File: config.mk
export PLATFORM = sky130hd
export DESIGN_NAME = morse_tree_codec_flat
export DESIGN_NICKNAME = d
export VERILOG_FILES = /design/src/hw/rtl/mtc_pkg.sv /design/src/hw/rtl/mtc_if.sv /design/src/hw/rtl/morse_tree_codec.sv /design/src/hw/rtl/mtc_table.sv /design/src/hw/rtl/mtc_walk.sv /design/src/flat_wrapper.sv
export SDC_FILE = /design/constraint.sdc
export NUM_CORES = 2
export LEC_CHECK = 0
export BUFFER_PORTS_ARGS = -buffer_cell sky130_fd_sc_hd__buf_2
export CORE_ASPECT_RATIO = 0.75
export CORE_MARGIN = 5
export CORE_UTILIZATION = 50
export DETAILED_ROUTE_END_ITERATION = 8
export PLACE_DENSITY = 0.74
export SLEW_MARGIN = 20
export SYNTH_ARGS = -nofsm -noshare
export SYNTH_HDL_FRONTEND = slang
export SYNTH_HIERARCHICAL = 1
export SYNTH_SLANG_ARGS = --single-unit
File: constraint.sdc
create_clock -name clk -period 3.85 [get_ports clk]
set_input_delay 0.77 -clock clk [delete_from_list [all_inputs] [get_ports clk]]
set_output_delay 0.77 -clock clk [all_outputs]
set_load 0.01 [all_outputs]
File: src/hw/rtl/mtc_pkg.sv
// ----------------------------------------------------------------------------
// mtc_pkg
// Shared codes, character constants and control types for the Morse tree codec.
// ----------------------------------------------------------------------------
`default_nettype none

package mtc_pkg;

  localparam logic [1:0] CMD_LOAD   = 2'd0;
  localparam logic [1:0] CMD_ENCODE = 2'd1;
  localparam logic [1:0] CMD_DECODE = 2'd2;

  localparam logic [7:0] CH_DOT      = 8'h2E;
  localparam logic [7:0] CH_DASH     = 8'h2D;
  localparam logic [7:0] CH_SEP      = 8'h2F;
  localparam logic [7:0] CH_SPACE    = 8'h20;
  localparam logic [7:0] CH_LF       = 8'h0A;
  localparam logic [7:0] CH_CR       = 8'h0D;
  localparam logic [7:0] CH_LOWER_A  = 8'h61;
  localparam logic [7:0] CH_LOWER_Z  = 8'h7A;
  localparam logic [7:0] CASE_OFFSET = 8'd32;

  typedef struct packed {
    logic start;
    logic step;
  } walk_ctl_t;

endpackage

`default_nettype wire

File: src/hw/rtl/mtc_if.sv
// ----------------------------------------------------------------------------
// mtc_if
// Valid/ready channels of the Morse tree codec: item input and result output.
// ----------------------------------------------------------------------------
`default_nettype none

interface mtc_in_if;
  logic       valid;
  logic       ready;
  logic [1:0] command;
  logic [7:0] entry_index;
  logic [7:0] entry_char;
  logic [7:0] char_in;

  modport source (output valid, command, entry_index, entry_char, char_in, input ready);
  modport sink   (input valid, command, entry_index, entry_char, char_in, output ready);
endinterface

interface mtc_out_if;
  logic       valid;
  logic       ready;
  logic [7:0] char_out;
  logic       last;

  modport source (output valid, char_out, last, input ready);
  modport sink   (input valid, char_out, last, output ready);
endinterface

`default_nettype wire

File: src/hw/rtl/morse_tree_codec.sv
// ----------------------------------------------------------------------------
// morse_tree_codec
// Morse code codec over a heap-indexed tree table (dot 2i+1, dash 2i+2).
//
// Input channel in_ch carries one command per transfer: load a table entry,
// encode one byte, or decode one byte of Morse text. Output channel out_ch
// carries result bytes; last marks the final result of an item.
// A load gives no result. A decode separator after a code within the tree
// reads the table in S_LOOKUP before its result. An encode runs the tree
// walker over the table, one entry per cycle through the single read port,
// until a match or the end of the tree, then sends its symbols, at most
// TREE_LEVELS results in all.
// in_ch.ready is high only between items; one item is worked on at a time.
// Results leave through an output register, so the last result of an item
// may wait on a stalled receiver while the next item is taken; a stall
// otherwise holds the sequencer.
// Reset clears the decode path and the output register. The table is not
// cleared and must be loaded before any encode or table read.
// ----------------------------------------------------------------------------
`default_nettype none

module morse_tree_codec #(
  parameter int TREE_LEVELS = 8
) (
  input wire logic clk,
  input wire logic rst,
  mtc_in_if.sink   in_ch,
  mtc_out_if.source out_ch
);

  localparam int CW = $clog2(TREE_LEVELS);
  localparam logic [8:0] TABLE_SIZE = 9'((1 << TREE_LEVELS) - 1);
  localparam logic [3:0] LEN_MAX    = 4'(TREE_LEVELS - 1);
  localparam logic [3:0] LEN_SAT    = 4'(TREE_LEVELS);
  localparam logic [TREE_LEVELS-1:0] P_ROOT = {{(TREE_LEVELS-1){1'b0}}, 1'b1};

  typedef enum logic [2:0] {
    S_IDLE,
    S_SEARCH,
    S_LOOKUP,
    S_PRE,
    S_EMIT
  } state_t;

  state_t                 state;
  logic                   out_valid;
  logic [7:0]             out_char;
  logic                   out_last;
  logic [7:0]             ch_reg;
  logic [7:0]             pre_char;
  logic                   pre_last;
  logic [TREE_LEVELS-1:0] emit_p;
  logic [CW-1:0]          emit_cnt;
  logic [TREE_LEVELS-1:0] path_node;
  logic [3:0]             path_length;
  logic                   chk_valid;
  logic [TREE_LEVELS-1:0] chk_p;

  logic                   accept;
  logic                   out_free;
  logic                   load_out;
  logic [7:0]             ch_up;
  logic                   is_eol;
  logic                   tbl_we;
  logic                   tbl_re;
  logic [TREE_LEVELS-1:0] tbl_raddr;
  logic [7:0]             tbl_rdata;
  logic                   search_issue;
  logic                   found;
  mtc_pkg::walk_ctl_t     walk_ctl;
  logic [TREE_LEVELS-1:0] walk_p;
  logic                   walk_active;
  logic [TREE_LEVELS:0]   path_ext;
  logic [CW-1:0]          emit_idx;

  function automatic logic [CW-1:0] node_depth(input logic [TREE_LEVELS-1:0] v);
    logic [CW-1:0] d;
    d = '0;
    for (int i = 0; i < TREE_LEVELS; i++) begin
      if (v[i]) begin
        d = CW'(i);
      end
    end
    return d;
  endfunction

  assign accept       = in_ch.valid && in_ch.ready;
  assign in_ch.ready  = (state == S_IDLE);
  assign out_free     = !out_valid || out_ch.ready;
  assign load_out     = out_free && (state inside {S_PRE, S_EMIT});
  assign out_ch.valid    = out_valid;
  assign out_ch.char_out = out_char;
  assign out_ch.last     = out_last;

  assign ch_up = (in_ch.char_in inside {[mtc_pkg::CH_LOWER_A:mtc_pkg::CH_LOWER_Z]})
               ? in_ch.char_in - mtc_pkg::CASE_OFFSET : in_ch.char_in;
  assign is_eol = (ch_up == mtc_pkg::CH_LF) || (ch_up == mtc_pkg::CH_CR);

  assign tbl_we = accept && (in_ch.command == mtc_pkg::CMD_LOAD)
               && ({1'b0, in_ch.entry_index} < TABLE_SIZE);

  assign search_issue = (state == S_SEARCH) && walk_active;
  assign found        = chk_valid && (tbl_rdata == ch_reg);

  assign tbl_re = search_issue
               || (accept && (in_ch.command == mtc_pkg::CMD_DECODE)
                   && (in_ch.char_in == mtc_pkg::CH_SEP));
  assign tbl_raddr = (state == S_SEARCH) ? walk_p - P_ROOT : path_node;

  assign walk_ctl.start = accept && (in_ch.command == mtc_pkg::CMD_ENCODE) && !is_eol;
  assign walk_ctl.step  = search_issue;

  assign path_ext = {path_node, 1'b0}
                  + ((in_ch.char_in == mtc_pkg::CH_DOT) ? (TREE_LEVELS+1)'(1)
                                                        : (TREE_LEVELS+1)'(2));
  assign emit_idx = emit_cnt - CW'(1);

  mtc_table #(.TREE_LEVELS(TREE_LEVELS)) u_table (
    .clk   (clk),
    .we    (tbl_we),
    .waddr (in_ch.entry_index[TREE_LEVELS-1:0]),
    .wdata (in_ch.entry_char),
    .re    (tbl_re),
    .raddr (tbl_raddr),
    .rdata (tbl_rdata)
  );

  mtc_walk #(.TREE_LEVELS(TREE_LEVELS)) u_walk (
    .clk    (clk),
    .rst    (rst),
    .ctl    (walk_ctl),
    .p      (walk_p),
    .active (walk_active)
  );

  always_ff @(posedge clk) begin
    if (rst) begin
      state       <= S_IDLE;
      out_valid   <= 1'b0;
      path_node   <= '0;
      path_length <= '0;
      chk_valid   <= 1'b0;
    end else begin
      chk_valid <= search_issue;
      chk_p     <= walk_p;
      if (out_ch.ready && !load_out) begin
        out_valid <= 1'b0;
      end
      case (state)
        S_IDLE: begin
          if (accept) begin
            case (in_ch.command)
              mtc_pkg::CMD_ENCODE: begin
                ch_reg <= ch_up;
                if (is_eol) begin
                  pre_char <= ch_up;
                  pre_last <= 1'b0;
                  emit_cnt <= '0;
                  state    <= S_PRE;
                end else begin
                  state <= S_SEARCH;
                end
              end
              mtc_pkg::CMD_DECODE: begin
                if (in_ch.char_in inside {mtc_pkg::CH_DOT, mtc_pkg::CH_DASH}) begin
                  if (path_length < LEN_MAX) begin
                    path_node   <= path_ext[TREE_LEVELS-1:0];
                    path_length <= path_length + 4'd1;
                  end else begin
                    path_length <= LEN_SAT;
                  end
                end else begin
                  path_node   <= '0;
                  path_length <= '0;
                  if (in_ch.char_in == mtc_pkg::CH_SEP && path_length != 4'd0) begin
                    if (path_length <= LEN_MAX) begin
                      state <= S_LOOKUP;
                    end else begin
                      pre_char <= mtc_pkg::CH_SPACE;
                      pre_last <= 1'b1;
                      state    <= S_PRE;
                    end
                  end else if (in_ch.char_in == mtc_pkg::CH_SPACE) begin
                    pre_char <= mtc_pkg::CH_SPACE;
                    pre_last <= 1'b1;
                    state    <= S_PRE;
                  end
                end
              end
              default: begin
              end
            endcase
          end
        end
        S_SEARCH: begin
          if (found) begin
            if (chk_p == P_ROOT) begin
              pre_char <= mtc_pkg::CH_SPACE;
              pre_last <= 1'b0;
              emit_cnt <= '0;
              state    <= S_PRE;
            end else begin
              emit_p   <= chk_p;
              emit_cnt <= node_depth(chk_p);
              state    <= S_EMIT;
            end
          end else if (!chk_valid && !walk_active) begin
            pre_char <= mtc_pkg::CH_SPACE;
            pre_last <= 1'b0;
            emit_cnt <= '0;
            state    <= S_PRE;
          end
        end
        S_LOOKUP: begin
          pre_char <= tbl_rdata;
          pre_last <= 1'b1;
          state    <= S_PRE;
        end
        S_PRE: begin
          if (out_free) begin
            out_valid <= 1'b1;
            out_char  <= pre_char;
            out_last  <= pre_last;
            state     <= pre_last ? S_IDLE : S_EMIT;
          end
        end
        S_EMIT: begin
          if (out_free) begin
            out_valid <= 1'b1;
            if (emit_cnt == '0) begin
              out_char <= mtc_pkg::CH_SEP;
              out_last <= 1'b1;
              state    <= S_IDLE;
            end else begin
              out_char <= emit_p[emit_idx] ? mtc_pkg::CH_DASH : mtc_pkg::CH_DOT;
              out_last <= 1'b0;
              emit_cnt <= emit_idx;
            end
          end
        end
        default: begin
          state <= S_IDLE;
        end
      endcase
    end
  end

  a_path_len_range: assert property (@(posedge clk) disable iff (rst)
    path_length <= LEN_SAT)
    else $error("decode path length beyond saturation");

  a_path_empty_root: assert property (@(posedge clk) disable iff (rst)
    path_length == 4'd0 |-> path_node == '0)
    else $error("empty decode path not at root");

  a_load_no_result: assert property (@(posedge clk) disable iff (rst)
    accept && in_ch.command == mtc_pkg::CMD_LOAD |=> state == S_IDLE)
    else $error("load item started a result sequence");

  a_walk_nonzero: assert property (@(posedge clk) disable iff (rst)
    walk_active |-> walk_p != '0)
    else $error("tree walker pointer lost its marker bit");

  a_found_in_search: assert property (@(posedge clk) disable iff (rst)
    state == S_EMIT && emit_cnt != '0 |-> emit_p != '0)
    else $error("symbol emission without a found node");

endmodule

`default_nettype wire

File: src/hw/rtl/mtc_table.sv
// ----------------------------------------------------------------------------
// mtc_table
// Heap-indexed symbol table: one write port, one read port with registered data.
// ----------------------------------------------------------------------------
`default_nettype none

module mtc_table #(
  parameter int TREE_LEVELS = 8
) (
  input  wire logic                   clk,
  input  wire logic                   we,
  input  wire logic [TREE_LEVELS-1:0] waddr,
  input  wire logic [7:0]             wdata,
  input  wire logic                   re,
  input  wire logic [TREE_LEVELS-1:0] raddr,
  output      logic [7:0]             rdata
);

  localparam int TABLE_SIZE = (1 << TREE_LEVELS) - 1;

  logic [7:0] mem [TABLE_SIZE];

  always_ff @(posedge clk) begin
    if (we) begin
      mem[waddr] <= wdata;
    end
  end

  always_ff @(posedge clk) begin
    if (re) begin
      rdata <= mem[raddr];
    end
  end

endmodule

`default_nettype wire

File: src/hw/rtl/mtc_walk.sv
// ----------------------------------------------------------------------------
// mtc_walk
// Tree walker: steps a node pointer through the search order (node, dash
// subtree, dot subtree), one node per cycle on step; pointer is index plus one.
// ----------------------------------------------------------------------------
`default_nettype none

module mtc_walk #(
  parameter int TREE_LEVELS = 8
) (
  input  wire logic                   clk,
  input  wire logic                   rst,
  input  wire mtc_pkg::walk_ctl_t     ctl,
  output      logic [TREE_LEVELS-1:0] p,
  output      logic                   active
);

  logic [TREE_LEVELS-1:0] stripped;

  always_comb begin
    stripped = p;
    for (int i = 0; i < TREE_LEVELS - 1; i++) begin
      if (!stripped[0]) begin
        stripped = {1'b0, stripped[TREE_LEVELS-1:1]};
      end
    end
  end

  always_ff @(posedge clk) begin
    if (rst) begin
      active <= 1'b0;
      p      <= {{(TREE_LEVELS-1){1'b0}}, 1'b1};
    end else if (ctl.start) begin
      active <= 1'b1;
      p      <= {{(TREE_LEVELS-1){1'b0}}, 1'b1};
    end else if (ctl.step && active) begin
      if (!p[TREE_LEVELS-1]) begin
        p <= {p[TREE_LEVELS-2:0], 1'b1};
      end else if (stripped == {{(TREE_LEVELS-1){1'b0}}, 1'b1}) begin
        active <= 1'b0;
      end else begin
        p <= {stripped[TREE_LEVELS-1:1], 1'b0};
      end
    end
  end

endmodule

`default_nettype wire

File: src/flat_wrapper.sv
// flat-port wrapper written by rule: the top's interface ports become plain ports
module morse_tree_codec_flat 
#(
  parameter int TREE_LEVELS = 8
)
  (clk, rst, in_ch_valid, in_ch_command, in_ch_entry_index, in_ch_entry_char, in_ch_char_in, in_ch_ready, out_ch_valid, out_ch_char_out, out_ch_last, out_ch_ready);
  mtc_in_if in_ch_i ();
  mtc_out_if out_ch_i ();
  input wire logic clk;
  input wire logic rst;
  input wire logic [$bits(in_ch_i.valid)-1:0] in_ch_valid;
  input wire logic [$bits(in_ch_i.command)-1:0] in_ch_command;
  input wire logic [$bits(in_ch_i.entry_index)-1:0] in_ch_entry_index;
  input wire logic [$bits(in_ch_i.entry_char)-1:0] in_ch_entry_char;
  input wire logic [$bits(in_ch_i.char_in)-1:0] in_ch_char_in;
  output wire logic [$bits(in_ch_i.ready)-1:0] in_ch_ready;
  output wire logic [$bits(out_ch_i.valid)-1:0] out_ch_valid;
  output wire logic [$bits(out_ch_i.char_out)-1:0] out_ch_char_out;
  output wire logic [$bits(out_ch_i.last)-1:0] out_ch_last;
  input wire logic [$bits(out_ch_i.ready)-1:0] out_ch_ready;
  assign in_ch_i.valid = in_ch_valid;
  assign in_ch_i.command = in_ch_command;
  assign in_ch_i.entry_index = in_ch_entry_index;
  assign in_ch_i.entry_char = in_ch_entry_char;
  assign in_ch_i.char_in = in_ch_char_in;
  assign in_ch_ready = in_ch_i.ready;
  assign out_ch_valid = out_ch_i.valid;
  assign out_ch_char_out = out_ch_i.char_out;
  assign out_ch_last = out_ch_i.last;
  assign out_ch_i.ready = out_ch_ready;
  morse_tree_codec #(.TREE_LEVELS(TREE_LEVELS)) u_core (.clk(clk), .rst(rst), .in_ch(in_ch_i), .out_ch(out_ch_i));
endmodule
# Word level (Yosys, flattened, before mapping)
# Memory sizes are Yosys's and may differ from the RTL's. A register that Yosys moved wholly into a read port is not among the register bits.
# Cells that the tools add are included.
[word_totals]
n_memories = 1
ram_bits = 2040
ff_bits = 71
wordCells = 196
[op_classes]
n_reduce_logical = 46
bitwise = 2
eq_ne = 31
magnitude_cmp = 6
n_mux = 89
n_addsub = 5
[memory_table]
columns = ["memory", "depth", "width", "read_ports", "rd_ports_with_merged_regs", "write_ports", "line", "text"]
rows = [
  ["u_core.u_table.mem", 255, 8, 1, 1, 1, "mtc_table.sv:21", "logic [7:0] mem [TABLE_SIZE];"],
]
[op_table]
columns = ["op", "n"]
rows = [
  ["8-bit 2-to-1 mux", 25],
  ["3-bit 2-to-1 mux", 23],
  ["8-bit by 6-bit == test with 1-bit output (second input constant)", 4],
  ["8-bit one-hot mux with 2 select lines", 2],
  ["1-bit 2-to-1 mux", 24],
  ["8-bit one-hot mux with 3 select lines", 1],
  ["8-bit by 1-bit == test with 1-bit output (second input constant)", 2],
  ["8-bit by 4-bit == test with 1-bit output (second input constant)", 2],
  ["4-bit AND reduction", 4],
  ["8-bit AND reduction", 2],
  ["1-bit logical AND", 15],
  ["3-bit one-hot mux with 5 select lines", 1],
  ["2-bit inequality test (second input constant)", 7],
  ["3-bit inequality test (second input constant)", 4],
  ["2-bit 2-to-1 mux", 5],
  ["10-bit AND reduction", 1],
  ["2-bit nonzero test", 5],
  ["3-bit one-hot mux with 3 select lines", 1],
  ["8-bit adder", 1],
  ["8-bit == test", 1],
  ["8-bit by 7-bit >= comparator with 1-bit output (second input constant)", 1],
  ["8-bit by 7-bit <= comparator with 1-bit output (second input constant)", 1],
  ["8-bit < comparator (second input constant)", 1],
  ["4-bit 2-to-1 mux", 2],
  ["other kinds (29)", 44],
]

# Depth between registers and ports, before layout
[logic_depth]
word_depth = 12
mapped_depth = 19
mapped_depth_nobuf = 13

# By module
# Netlist, hierarchy kept.
[modules_own_cells]
columns = ["module", "area_each_um2", "n_inst", "cells_each"]
rows = [
  ["mtc_table", 80566.0, 1, 3910],
  ["morse_tree_codec", 3423.3, 1, 322],
  ["mtc_walk", 845.8, 1, 116],
]

# Worst setup path before layout
# Ideal clock, no wire load.
[synth_timing]
path_kind = "register -> register"
from = "reg u_core.state[2]"
to = "reg u_core.u_table.rdata[2] (read register of u_core.u_table.mem), data pin"
t_required_ns = 3.585
n_path_buf = 7
arrival_ns = 3.306
slack_ns = 0.278
path_stages_with_launch = 16
cell_sequence = "dfxtp_1 -> clkbuf_8 -> nor3b_1 -> clkbuf_1 -> clkbuf_1 -> a21oi_1 -> buf_6 -> buf_12 -> buf_12 -> buf_8 -> mux4_2 -> mux4_2 -> a22oi_1 -> nand2_1 -> nor3_2 -> o32ai_1"
[synth_lines]
columns = ["item", "line", "text"]
rows = [
  ["start, declared", "morse_tree_codec.sv:45", "state_t state;"],
  ["start signal, assigned", "morse_tree_codec.sv:224", "state <= pre_last ? S_IDLE : S_EMIT;"],
  ["3-bit by 1-bit == test with 1-bit output", "morse_tree_codec.sv:108", "assign tbl_raddr = (state == S_SEARCH) ? walk_p - P_ROOT : path_node;"],
  ["8-bit 2-to-1 mux", "morse_tree_codec.sv:108", ""],
  ["via u_core.tbl_raddr[0]", "morse_tree_codec.sv:66", "logic [TREE_LEVELS-1:0] tbl_raddr;"],
  ["end, declared", "mtc_table.sv:16", "output logic [7:0] rdata"],
]
# The timed path passes the listed nets, and every way through them passes these cells.
# A chain may end at the register's enable or synchronous reset.

# Worst setup path in the final report
# Same ends and word-level chain as after synthesis.

==> metrics.md <==
| Metric | Value |
|---|---|
| DP HPWL | 148300 µm |
| Hold buffer count at cts | 0 |
| Core Rows | 130 |
| Gr ovfl total | 0 |
| Post-synth top flop | edfxtp_1 |
| PnR worst setup slack | -0.01806 ns |
| CP Launch Type | flop |
| Max rail drop VDD | 0.4751 mV |
| Final Cycle Share | 100.5% |
| Finished Cell Area | 97050 µm² |
| Initial antenna violation count | 8 |
| Synth warn | 6 |
| Required time of the critical path | 4.49 ns |
| Reg clk slew, reported paths | 0.06 ns |
| GRT Total Usage | 25.64% |
| Die Wd | 485.6 µm |
| Iter 0 DRT Violations | 7617 |
| Critical Path AT | 4.51 ns |
| Measured slew at the worst slew-check pin | 1.050 ns |
| Share of cells above drive strength 1 | 26.18% |
| Hold slack | 0.2210 ns |
| First-pass GRT wire length | 331800 µm |
| Clock root buffer | clkbuf_16 |
| Ranking of synthesized cells by area | edfxtp_1 (74%), mux4_2 (10%), mux2i_1 (2.4%), mux4_1 (1.9%), nor2_1 (1.5%) |
| Ports | 41 |
| Drt via density | 6.515 |
| Area Growth Syn to Fin | 14.39% |
| Cell taking the most area after synthesis | edfxtp_1 |
| Fraction of registers with async set/reset | 0% |
| Critical setup path kind | flop to flop |
| Max Cap Viol | 0 |
| H-tree levels | 4 |
| Largest net degree at the start of global routing | 123 |
| Mapped Cells | 4348 |
| Fillers | 11910 |
| Final setup vio count | 1 |
| Reg with most FFs | u_core/u_table/mem |
| Post-synth EDFFs | 2093 |
| Setup_tns | -0.01806 ns |
| Slew Limit Fails | 0 |
| Synth top area share | 74.09% |
| Synth Register Bits | 2119 |
| Clk sinks | 2119 |
| Leak Pwr | 30.89 nW |
| Fin Clk Skew | 0.04728 ns |
| HP Class | primary input to flop |
| Max reg flops | 2040 |
| Placed Area | 91140 µm² |
| I/O Buffers | 40 |
| Failing checks | negative setup slack |
| Post-Route WL | 230100 µm |
| Synth cell types | 101 |
| Mean area per synthesized cell | 19.51 µm² |
| Post-synthesis sequential area ratio | 74.70% |
| Skew-Pair Late Insertion Delay | 0.84 ns |
| Worst rel slew slack | 29.85% |
| Final hold viol count | 0 |
| Synth Cell Area | 84840 µm² |
| Clock Path Buffers | 3 |
| Fmax achieved | 258.5 MHz |
| DR DRC count | 0 |
| TritonRoute pass-1 iters | 8 |
| Clock buffer count from CTS | 184 |
| GP Congestion | 0.9264 |
| Syn nets | 4387 |
| Chip Height | 366.7 µm |
| Core Box Area | 168000 µm² |
| Final antenna-violating net count | 0 |
| Initial Util | 50.49% |
| Die area | 178100 µm² |
| Vias in the first global route | 45810 |
| Tmin final | 3.868 ns |
| Final core utilization | 57.76% |
| Outcome | finished, violations left |
| Final nets | 4920 |
| Critical path fanouts, max | 26 |
| CTS tree | built |
| Crit end category | flop |
| Routed wire per std cell | 31.63 µm |
| P per Cell Area | 629.3 nW/µm² |
| Routed vias | 47410 |
| RSZ-0062 raised after global routing | yes |
| Pwr Total | 61.07 mW |
## layer usage
layer	vias up	track usage [%]	part of all wire (%)	routed length [µm]
li1	18950	-	-	-
met1	24230	37.68	38	87010
met2	3746	35.93	43	98730
met3	484	9.504	16	36980
met4	2	7.877	3.2	7399
met5	-	0	0.0056	13
## cells by family after synthesis
group / share of synthesized area, %
multiplexers: 14.56
flip-flops: 74.70
adder cells (fa/ha/maj): 0.1327
AND/OR/NAND/NOR: 4.304
XOR/XNOR: 0.2065
AO/OA/AOI/OAI: 3.739
buffers and inverters: 2.363
## cells in the final DEF (no fill, tap or decap), types with 26 or more instances in the layout
master | Yosys | routed
o22ai_1 | 63 | 63
buf_12 | 4 | 57
nor3_1 | 34 | 32
o21ai_0 | 41 | 40
a22oi_1 | 31 | 31
buf_2 | 52 | 32
o221ai_1 | 62 | 62
nand3_1 | 63 | 63
buf_4 | 17 | 503
dfxtp_1 | 26 | 26
mux2i_1 | 201 | 201
edfxtp_1 | 2093 | 2093
clkbuf_16 | 0 | 186
clkbuf_1 | 100 | 48
clkinv_2 | 0 | 30
nand2_1 | 194 | 193
nor2_1 | 348 | 347
mux4_1 | 60 | 60
mux4_2 | 384 | 384
nor2b_1 | 30 | 29
a21oi_1 | 92 | 83
clkinv_1 | 2 | 42
## through the flow
step / std cells / worst slack [ns]
finish: 7277 / -0.01806
global route: 7275 / -0.009043
CTS: 7269 / 0.005245
detailed placement: 6933 / -0.3364
global placement: 6933 / -0.3367
floorplan: 4348 / 0.2782
## worst paths after layout
kind                    start                       to  slack (ns)  cells after the start
min          in_ch_char_in[3]         u_core/ch_reg[3]        0.22                      1
max           u_core/state[2]  u_core/u_table/rdata[2]       -0.02                     13
max reg2reg   u_core/state[2]  u_core/u_table/rdata[2]       -0.02                     13
min reg2reg   u_core/chk_p[0]         u_core/emit_p[0]        0.47                      0
## timing repair
item,CTS,global route
setup endpoints to repair,6,8
cloned,1,1
pin swaps,0,3
resized for setup,8,24
buffers inserted,3,1
## Yosys cell counts, types with 19 or more instances
cell type and number:
a22oi_1 31, inv_1 23, a31oi_1 23, nand2_1 194
buf_8 30, buf_2 52, edfxtp_1 2093, o22ai_1 63
mux4_1 60, nand3_1 63, a21oi_1 92, mux4_2 384
and3_1 19, nand4_1 19, mux2i_1 201, nor3_1 34
dfxtp_1 26, o21ai_0 41, o221ai_1 62, nor2_1 348
clkbuf_1 100, nor2b_1 30, buf_6 35
## critical path: stages (launching register included)
cell     delay, ns
dfxtp_1       0.33
nor3b_4       0.27
buf_4         0.21
buf_4         0.24
nor2_1        0.10
a21oi_4       0.24
buf_12        0.25
buf_4         0.30
nand2_1       0.34
nor3_1        0.67
or4_4         0.27
nor3_4        0.05
buf_4         0.16
o32ai_1       0.23
## layout make-up
class	count	area (µm²)	area share, %
clock buffer	233	4810	4.956
timing repair buffer	614	5445	5.611
clock inverter	99	834.6	0.8600
tap	2244	2808	2.893
antenna	6	15.01	0.01547
multi-input combinational	1937	19660	20.26
sequential	2119	63370	65.30
inverter	25	98.84	0.1019
## power by group
group	leakage, nW	internal [mW]	switching, mW
sequential	19.0	25.4	0.0362
combinational	9.10	7.24	10.5
clock	2.76	9.49	8.31
total	30.9	42.2	18.9
No activity file was read; power rests on OpenSTA's default activity.
